--- config.mk ---
export PLATFORM = sky130hd
export DESIGN_NAME = i2c_master_phase_sequencer_core
export DESIGN_NICKNAME = d
export VERILOG_FILES = /design/src/sv/imps_pkg.sv /design/src/sv/i2c_master_phase_sequencer_core.sv /design/src/sv/imps_front.sv /design/src/sv/imps_queue.sv /design/src/sv/imps_back.sv
export SDC_FILE = /design/constraint.sdc
export NUM_CORES = 1
export LEC_CHECK = 0
export BUFFER_PORTS_ARGS = -buffer_cell sky130_fd_sc_hd__buf_4
export CAP_MARGIN = 10
export CORE_MARGIN = 2
export CORE_UTILIZATION = 45
export DETAILED_ROUTE_END_ITERATION = 7
export GPL_TIMING_DRIVEN = 0
export PLACE_DENSITY_LB_ADDON = 0.1
export SLEW_MARGIN = 0
export SYNTH_ARGS = -nofsm -noshare
export SYNTH_HDL_FRONTEND = slang
export SYNTH_SLANG_ARGS = --single-unit
--- constraint.sdc ---
create_clock -name clk -period 11.6 [get_ports clk]
set_input_delay 1.16 -clock clk [delete_from_list [all_inputs] [get_ports clk]]
set_output_delay 1.16 -clock clk [all_outputs]
set_load 0.1 [all_outputs]
--- src/sv/imps_pkg.sv ---
// Shared types and constants for the I2C master phase sequencer.
`timescale 1ns / 1ps
package imps_pkg;

    localparam int ACT_W   = 4;
    localparam int VAL_W   = 16;
    localparam int MAX_RES = 5;
    localparam int CNT_W   = 3;
    localparam int IDX_W   = 3;
    localparam int QDEPTH  = 2;
    localparam int QPTR_W  = (QDEPTH > 1) ? $clog2(QDEPTH) : 1;
    localparam int QCNT_W  = $clog2(QDEPTH + 1);

    localparam logic [ACT_W-1:0] ACT_CTRL     = 4'd0;
    localparam logic [ACT_W-1:0] ACT_ADDR     = 4'd1;
    localparam logic [ACT_W-1:0] ACT_COUNT    = 4'd2;
    localparam logic [ACT_W-1:0] ACT_RX_MOVE  = 4'd3;
    localparam logic [ACT_W-1:0] ACT_TX_MOVE  = 4'd4;
    localparam logic [ACT_W-1:0] ACT_CLEAR    = 4'd5;
    localparam logic [ACT_W-1:0] ACT_SET_STOP = 4'd6;
    localparam logic [ACT_W-1:0] ACT_RESET    = 4'd7;
    localparam logic [ACT_W-1:0] ACT_COMPLETE = 4'd8;
    localparam logic [ACT_W-1:0] ACT_PHASE    = 4'd9;
    localparam logic [ACT_W-1:0] ACT_FAULT    = 4'd10;

    localparam logic [VAL_W-1:0] ST_AL   = 16'h0001;
    localparam logic [VAL_W-1:0] ST_NACK = 16'h0002;
    localparam logic [VAL_W-1:0] ST_ARDY = 16'h0004;
    localparam logic [VAL_W-1:0] ST_RRDY = 16'h0008;
    localparam logic [VAL_W-1:0] ST_XRDY = 16'h0010;
    localparam logic [VAL_W-1:0] ST_BB   = 16'h1000;
    localparam logic [VAL_W-1:0] ST_RDR  = 16'h2000;
    localparam logic [VAL_W-1:0] ST_XDR  = 16'h4000;

    localparam logic [VAL_W-1:0] CON_EN  = 16'h8000;
    localparam logic [VAL_W-1:0] CON_MST = 16'h0400;
    localparam logic [VAL_W-1:0] CON_TRX = 16'h0200;
    localparam logic [VAL_W-1:0] CON_STP = 16'h0002;
    localparam logic [VAL_W-1:0] CON_STT = 16'h0001;

    localparam logic [VAL_W-1:0] CODE_OK  = 16'd0;
    localparam logic [VAL_W-1:0] CODE_ERR = 16'd1;

    typedef struct packed {
        logic [CNT_W-1:0]                cnt;
        logic [MAX_RES-1:0][ACT_W-1:0]   act;
        logic [MAX_RES-1:0][VAL_W-1:0]   val;
    } plan_t;

    typedef struct packed {
        logic  valid;
        plan_t plan;
    } head_t;

endpackage

--- src/sv/i2c_master_phase_sequencer_core.sv ---
// Top level of the I2C master phase sequencer: front end, plan queue, action sequencer.
//
// channel  direction  handshake             payload
// in       input      in_valid / in_ready   command .. control_master_stop
// out      output     out_valid / out_ready action, value, last
//
// One input transaction is taken per cycle while the two-entry plan queue has room.
// An input yields 0 to 5 actions; the sequencer sends
// one action per cycle while out_ready is high.
// Inputs that yield no action are accepted but not pushed into the plan queue.
// Reset clears transfer state, queue pointers and the action index.
// Output stalls back up into the queue; the front end stalls only when it is full.
`timescale 1ns / 1ps
module i2c_master_phase_sequencer_core
    import imps_pkg::*;
(
    input  logic        clk,
    input  logic        rst_n,
    input  logic        in_valid,
    output logic        in_ready,
    input  logic        command,
    input  logic        phase_is_write,
    input  logic [15:0] phase_length,
    input  logic        phase_is_last,
    input  logic [9:0]  slave_address,
    input  logic [15:0] status_bits,
    input  logic [5:0]  rx_fifo_level,
    input  logic [5:0]  tx_fifo_level,
    input  logic [5:0]  rx_threshold,
    input  logic [5:0]  tx_threshold,
    input  logic [1:0]  control_master_stop,
    output logic        out_valid,
    input  logic        out_ready,
    output logic [3:0]  action,
    output logic [15:0] value,
    output logic        last
);

    plan_t plan;
    head_t head;
    logic  full;
    logic  accept;
    logic  pop;

    assign in_ready = !full;
    assign accept   = in_valid && in_ready;

    imps_front u_front (
        .clk                 (clk),
        .rst_n               (rst_n),
        .accept              (accept),
        .command             (command),
        .phase_is_write      (phase_is_write),
        .phase_length        (phase_length),
        .phase_is_last       (phase_is_last),
        .slave_address       (slave_address),
        .status_bits         (status_bits),
        .rx_fifo_level       (rx_fifo_level),
        .tx_fifo_level       (tx_fifo_level),
        .rx_threshold        (rx_threshold),
        .tx_threshold        (tx_threshold),
        .control_master_stop (control_master_stop),
        .plan                (plan)
    );

    imps_queue u_queue (
        .clk       (clk),
        .rst_n     (rst_n),
        .push      (accept && (plan.cnt != '0)),
        .push_plan (plan),
        .pop       (pop),
        .full      (full),
        .head      (head)
    );

    imps_back u_back (
        .clk       (clk),
        .rst_n     (rst_n),
        .head      (head),
        .out_ready (out_ready),
        .pop       (pop),
        .out_valid (out_valid),
        .action    (action),
        .value     (value),
        .last      (last)
    );

endmodule

--- src/sv/imps_front.sv ---
// Front end: decodes each transaction into an action plan and tracks transfer state.
`timescale 1ns / 1ps
module imps_front
    import imps_pkg::*;
(
    input  logic        clk,
    input  logic        rst_n,
    input  logic        accept,
    input  logic        command,
    input  logic        phase_is_write,
    input  logic [15:0] phase_length,
    input  logic        phase_is_last,
    input  logic [9:0]  slave_address,
    input  logic [15:0] status_bits,
    input  logic [5:0]  rx_fifo_level,
    input  logic [5:0]  tx_fifo_level,
    input  logic [5:0]  rx_threshold,
    input  logic [5:0]  tx_threshold,
    input  logic [1:0]  control_master_stop,
    output plan_t       plan
);

    localparam logic [1:0] MODE_IDLE  = 2'd0;
    localparam logic [1:0] MODE_READ  = 2'd1;
    localparam logic [1:0] MODE_WRITE = 2'd2;

    logic [1:0]       mode_reg, mode_next;
    logic             started_reg, started_next;
    logic             cur_last_reg, cur_last_next;
    logic [CNT_W-1:0] n;
    logic [VAL_W-1:0] con;

    always_comb
    begin
        plan          = '0;
        n             = '0;
        mode_next     = mode_reg;
        started_next  = started_reg;
        cur_last_next = cur_last_reg;
        con           = CON_EN | CON_MST | (phase_is_write ? CON_TRX : '0);
        if (!command)
        begin
            if (mode_reg == MODE_IDLE)
            begin
                plan.act[0] = ACT_CTRL;
                plan.val[0] = con;
                plan.act[1] = ACT_ADDR;
                plan.val[1] = {6'd0, slave_address};
                plan.act[2] = ACT_COUNT;
                plan.val[2] = phase_length;
                n = 3'd4;
                if (!started_reg && ((status_bits & ST_BB) != '0))
                begin
                    plan.act[3] = ACT_FAULT;
                    plan.val[3] = status_bits;
                end
                else
                begin
                    plan.act[3]   = ACT_CTRL;
                    plan.val[3]   = con | (phase_is_last ? CON_STP : '0) | CON_STT;
                    started_next  = 1'b1;
                    cur_last_next = phase_is_last;
                    mode_next     = phase_is_write ? MODE_WRITE : MODE_READ;
                end
            end
        end
        else if (mode_reg != MODE_IDLE)
        begin
            if ((status_bits & ST_NACK) != '0)
            begin
                plan.act[0]  = ACT_RESET;
                plan.val[0]  = '0;
                plan.act[1]  = ACT_COMPLETE;
                plan.val[1]  = CODE_ERR;
                n            = 3'd2;
                mode_next    = MODE_IDLE;
                started_next = 1'b0;
            end
            else
            begin
                if ((status_bits & ST_AL) != '0)
                begin
                    plan.act[n[IDX_W-1:0]] = ACT_CLEAR;
                    plan.val[n[IDX_W-1:0]] = ST_AL;
                    n = n + 3'd1;
                end
                if (((status_bits & ST_AL) != '0) && (control_master_stop == 2'd0))
                begin
                    plan.act[n[IDX_W-1:0]] = ACT_SET_STOP;
                    plan.val[n[IDX_W-1:0]] = CON_STP;
                    n = n + 3'd1;
                    plan.act[n[IDX_W-1:0]] = ACT_COMPLETE;
                    plan.val[n[IDX_W-1:0]] = CODE_ERR;
                    n = n + 3'd1;
                    mode_next    = MODE_IDLE;
                    started_next = 1'b0;
                end
                else if ((status_bits & ST_ARDY) != '0)
                begin
                    plan.act[n[IDX_W-1:0]] = ACT_CLEAR;
                    plan.val[n[IDX_W-1:0]] = ST_ARDY;
                    n = n + 3'd1;
                    mode_next = MODE_IDLE;
                    if (!cur_last_reg)
                    begin
                        plan.act[n[IDX_W-1:0]] = ACT_PHASE;
                        plan.val[n[IDX_W-1:0]] = '0;
                    end
                    else
                    begin
                        plan.act[n[IDX_W-1:0]] = ACT_COMPLETE;
                        plan.val[n[IDX_W-1:0]] = CODE_OK;
                        started_next = 1'b0;
                    end
                    n = n + 3'd1;
                end
                else
                begin
                    if ((status_bits & ST_RDR) != '0)
                    begin
                        plan.act[n[IDX_W-1:0]] = ACT_RX_MOVE;
                        plan.val[n[IDX_W-1:0]] = {10'd0, rx_fifo_level};
                        n = n + 3'd1;
                        plan.act[n[IDX_W-1:0]] = ACT_CLEAR;
                        plan.val[n[IDX_W-1:0]] = ST_RDR;
                        n = n + 3'd1;
                    end
                    else if ((status_bits & ST_RRDY) != '0)
                    begin
                        plan.act[n[IDX_W-1:0]] = ACT_RX_MOVE;
                        plan.val[n[IDX_W-1:0]] = {9'd0, {1'b0, rx_threshold} + 7'd1};
                        n = n + 3'd1;
                        plan.act[n[IDX_W-1:0]] = ACT_CLEAR;
                        plan.val[n[IDX_W-1:0]] = ST_RRDY;
                        n = n + 3'd1;
                    end
                    if ((status_bits & ST_XDR) != '0)
                    begin
                        plan.act[n[IDX_W-1:0]] = ACT_TX_MOVE;
                        plan.val[n[IDX_W-1:0]] = {10'd0, tx_fifo_level};
                        n = n + 3'd1;
                        plan.act[n[IDX_W-1:0]] = ACT_CLEAR;
                        plan.val[n[IDX_W-1:0]] = ST_XDR;
                        n = n + 3'd1;
                    end
                    else if ((status_bits & ST_XRDY) != '0)
                    begin
                        plan.act[n[IDX_W-1:0]] = ACT_TX_MOVE;
                        plan.val[n[IDX_W-1:0]] = {9'd0, {1'b0, tx_threshold} + 7'd1};
                        n = n + 3'd1;
                        plan.act[n[IDX_W-1:0]] = ACT_CLEAR;
                        plan.val[n[IDX_W-1:0]] = ST_XRDY;
                        n = n + 3'd1;
                    end
                end
            end
        end
        plan.cnt = n;
    end

    always_ff @(posedge clk or negedge rst_n)
    begin
        if (!rst_n)
        begin
            mode_reg     <= MODE_IDLE;
            started_reg  <= 1'b0;
            cur_last_reg <= 1'b0;
        end
        else if (accept)
        begin
            mode_reg     <= mode_next;
            started_reg  <= started_next;
            cur_last_reg <= cur_last_next;
        end
    end

endmodule

--- src/sv/imps_queue.sv ---
// Short plan queue between the decode front end and the action sequencer.
`timescale 1ns / 1ps
module imps_queue
    import imps_pkg::*;
(
    input  logic  clk,
    input  logic  rst_n,
    input  logic  push,
    input  plan_t push_plan,
    input  logic  pop,
    output logic  full,
    output head_t head
);

    plan_t             mem [QDEPTH];
    logic [QPTR_W-1:0] wptr_reg, rptr_reg;
    logic [QCNT_W-1:0] count_reg;

    assign full       = (count_reg == QCNT_W'(QDEPTH));
    assign head.valid = (count_reg != '0);
    assign head.plan  = mem[rptr_reg];

    always_ff @(posedge clk)
    begin
        if (push)
        begin
            mem[wptr_reg] <= push_plan;
        end
    end

    always_ff @(posedge clk or negedge rst_n)
    begin
        if (!rst_n)
        begin
            wptr_reg  <= '0;
            rptr_reg  <= '0;
            count_reg <= '0;
        end
        else
        begin
            if (push)
            begin
                wptr_reg <= (wptr_reg == QPTR_W'(QDEPTH - 1)) ? '0 : wptr_reg + QPTR_W'(1);
            end
            if (pop)
            begin
                rptr_reg <= (rptr_reg == QPTR_W'(QDEPTH - 1)) ? '0 : rptr_reg + QPTR_W'(1);
            end
            if (push && !pop)
            begin
                count_reg <= count_reg + QCNT_W'(1);
            end
            else if (pop && !push)
            begin
                count_reg <= count_reg - QCNT_W'(1);
            end
        end
    end

endmodule

--- src/sv/imps_back.sv ---
// Back end: steps through the head plan and presents one action per transaction.
`timescale 1ns / 1ps
module imps_back
    import imps_pkg::*;
(
    input  logic              clk,
    input  logic              rst_n,
    input  head_t             head,
    input  logic              out_ready,
    output logic              pop,
    output logic              out_valid,
    output logic [ACT_W-1:0]  action,
    output logic [VAL_W-1:0]  value,
    output logic              last
);

    logic [IDX_W-1:0] idx_reg, idx_next;

    assign out_valid = head.valid;
    assign action    = head.plan.act[idx_reg];
    assign value     = head.plan.val[idx_reg];
    assign last      = (idx_reg == (head.plan.cnt - 3'd1));
    assign pop       = out_valid && out_ready && last;

    always_comb
    begin
        idx_next = idx_reg;
        if (pop)
        begin
            idx_next = '0;
        end
        else if (out_valid && out_ready)
        begin
            idx_next = idx_reg + 3'd1;
        end
    end

    always_ff @(posedge clk or negedge rst_n)
    begin
        if (!rst_n)
        begin
            idx_reg <= '0;
        end
        else
        begin
            idx_reg <= idx_next;
        end
    end

endmodule

==> results.json <==
{
  "status": "finished, final reports clean",
  "ys_types": 65,
  "cts.clk_slew.worst_paths_ns": 0.06,
  "cts_setup_buffers": 0,
  "track_usage_pct": 24.04,
  "synth_area_leaders": "edfxtp_1 55%, mux4_2 8.3%, dfrtp_1 3.5%",
  "hpwl_mm": 15.86,
  "die_w_um": 136.2,
  "grt_pass1_wl_mm": 32.48,
  "synth_commonest_cells": "144 x edfxtp_1, 44 x nand2_1, 43 x nor2_1",
  "die_h_um": 136.2,
  "final_util_pct": 55.46,
  "yosysSeqAreaShare_pct": 58.47,
  "wl_met1_mm": 9.034,
  "grt_max_degree": 67,
  "holdBufCountCts": 0,
  "start_util_pct": 45.80,
  "wl_met2_mm": 10.59,
  "power_density_mw_per_mm2": 261.5,
  "cts.sinks": 155,
  "numPortBuffers": 96,
  "yosysTopAreaCellShare_pct": 54.97,
  "cts_buffers": 17,
  "synth_nets": 691,
  "largest_reg_flops": 144,
  "root_buffer": "clkbuf_16",
  "slew_viol_final": 0,
  "cts_tree": "built",
  "finalCriticalPeriod_ns": 4.136,
  "required_ns": 11.71,
  "via_per_inst": 5.953,
  "drc": 0,
  "fmax_mhz": 241.8,
  "yosys.area.top_type": "edfxtp_1",
  "cts_resized": 0,
  "fin_crit_sh_pct": 35.66,
  "coreArea_mm2": 0.01718,
  "nNetsFinal": 809,
  "grt_pass1_vias": 5587,
  "max_slew.worst_pin.slew_ns": 0.8063,
  "grt_setup_unrepaired": "false",
  "synthArstFlopShare_pct": 7.097,
  "wirelength_mm": 21.39,
  "antenna_found_initial": 0,
  "ios": 98,
  "maxCapViolations": 0,
  "cp.arrival_ns": 4.24,
  "overflow": 0,
  "syn_area_per_cell_um2": 13.02,
  "diodes": 0,
  "ir_worst_vdd_mv": 0.3174,
  "yosysMostFrequentCell": "edfxtp_1",
  "hold_class": "flop to flop",
  "synth_cells": 604,
  "gp_congestion": 0.9229,
  "cp-start-kind": "primary input",
  "clock_skew_ns": 0.007693,
  "cp_max_fo": 32,
  "dieArea_mm2": 0.01855,
  "crit_type": "primary input to flop",
  "ys.flop_type": "edfxtp_1",
  "drt-wirelength-per-cell_um": 22.28,
  "htreeDepth": 4,
  "ant_nets": 0,
  "end_kind": "flop",
  "power_leakage_nw": 3.509,
  "fin_setup_tns_ns": 0,
  "finalSetupViolations": 0,
  "hold_viol_final": 0,
  "vias": 5715,
  "yosys_warnings": 0,
  "synthToLayoutAreaGrowth_pct": 21.11,
  "slew_headroom_pct": 46.25,
  "clkLatencyLatePin_ns": 0.42,
  "clockBufferDepth": 2,
  "first_iter_violations": 576,
  "num_rows": 48,
  "layout-drive-gt1-share_pct": 26.80,
  "highest_layer": "met4",
  "dr_wl_met3_mm": 1.252,
  "drtPass1Iterations": 5,
  "syn-cell-area_mm2": 0.007866,
  "yosys_register_bits": 155,
  "synth_edf_count": 144
}
## cells in the final DEF, fill, tap and decap left out, drive strengths merged, types with 9 or more instances in the layout
cell type and count:
inv 22, and2 20, clkbuf 33, mux2i 23, nand3 14, xor2 11
buf 118, mux4 29, nor3 19, a21oi 33, nor2 44, a22o 9
nand2 44, nand2b 10, dfrtp 11, ha 12, o22ai 11, o21ai 37
edfxtp 144
## path summary, 6_finish.rpt
path,cells past startpoint,to,slack (ns),from
max,10,u_queue.mem[0][32],7.46,status_bits[0]
min,1,u_queue.count_reg[1],0.49,u_queue.count_reg[1]
max reg2reg,13,u_queue.count_reg[1],8.69,u_queue.rptr_reg
min reg2reg,1,u_queue.count_reg[1],0.49,u_queue.count_reg[1]
max in group asynchronous,1,u_front.mode_reg[1],10.88,rst_n
min in group asynchronous,1,u_queue.count_reg[0],0.57,rst_n
## worst max-delay path, cell delays in order
cell	delay, ns
buf_4	0.15
clkbuf_1	0.26
inv_1	0.33
ha_1	0.41
inv_1	0.22
ha_1	0.35
nand4b_1	0.18
a31oi_2	0.37
nor2b_4	0.50
buf_12	0.27
## cells by family after synthesis
| logic type | synth area share (%) |
|---|---|
| buffers and inverters | 2.974 |
| adder cells (fa/ha/maj) | 1.909 |
| multiplexers | 11.52 |
| XOR/XNOR | 2.115 |
| AO/OA/AOI/OAI | 11.10 |
| AND/OR/NAND/NOR | 11.91 |
| flip-flops | 58.47 |
## cell type report
type	count	area, um2
buffer	35	173.9
clock buffer	17	425.4
clock inverter	15	155.1
fill	1491	7650
inverter	16	60.06
multi-input combinational	398	3043
sequential	155	4599
tap	225	281.5
timing repair buffer	99	788.3
## stage by stage
stage               power [mW]  setup WS, ns  cells  hold slack, ns  area (um2)
finish                   2.492         7.464    960          0.4911        9527
global route             2.594         7.304    960          0.5204        9527
CTS                      2.511         7.494    960          0.4924        9527
detailed placement       1.974         7.038    928          0.4827        8946
global placement         1.955         2.583    925          0.4719        8869
floorplan                1.679         5.231    604          0.4555        7866
## per-layer routing
| metal | GRT usage [%] | up-vias |
|---|---|---|
| met5 | 0 | - |
| met4 | 8.681 | 0 |
| met3 | 3.915 | 29 |
| met2 | 39.14 | 240 |
| met1 | 32.74 | 2874 |
| li1 | - | 2572 |
## report_power, final
part / switching, mW / internal [mW] / total (mW)
clock network: 0.232 / 0.303 / 0.535
registers: 0.0378 / 0.744 / 0.782
logic: 0.826 / 0.348 / 1.17
total: 1.10 / 1.40 / 2.49
Note: power is estimated with default switching activity, not from simulation.
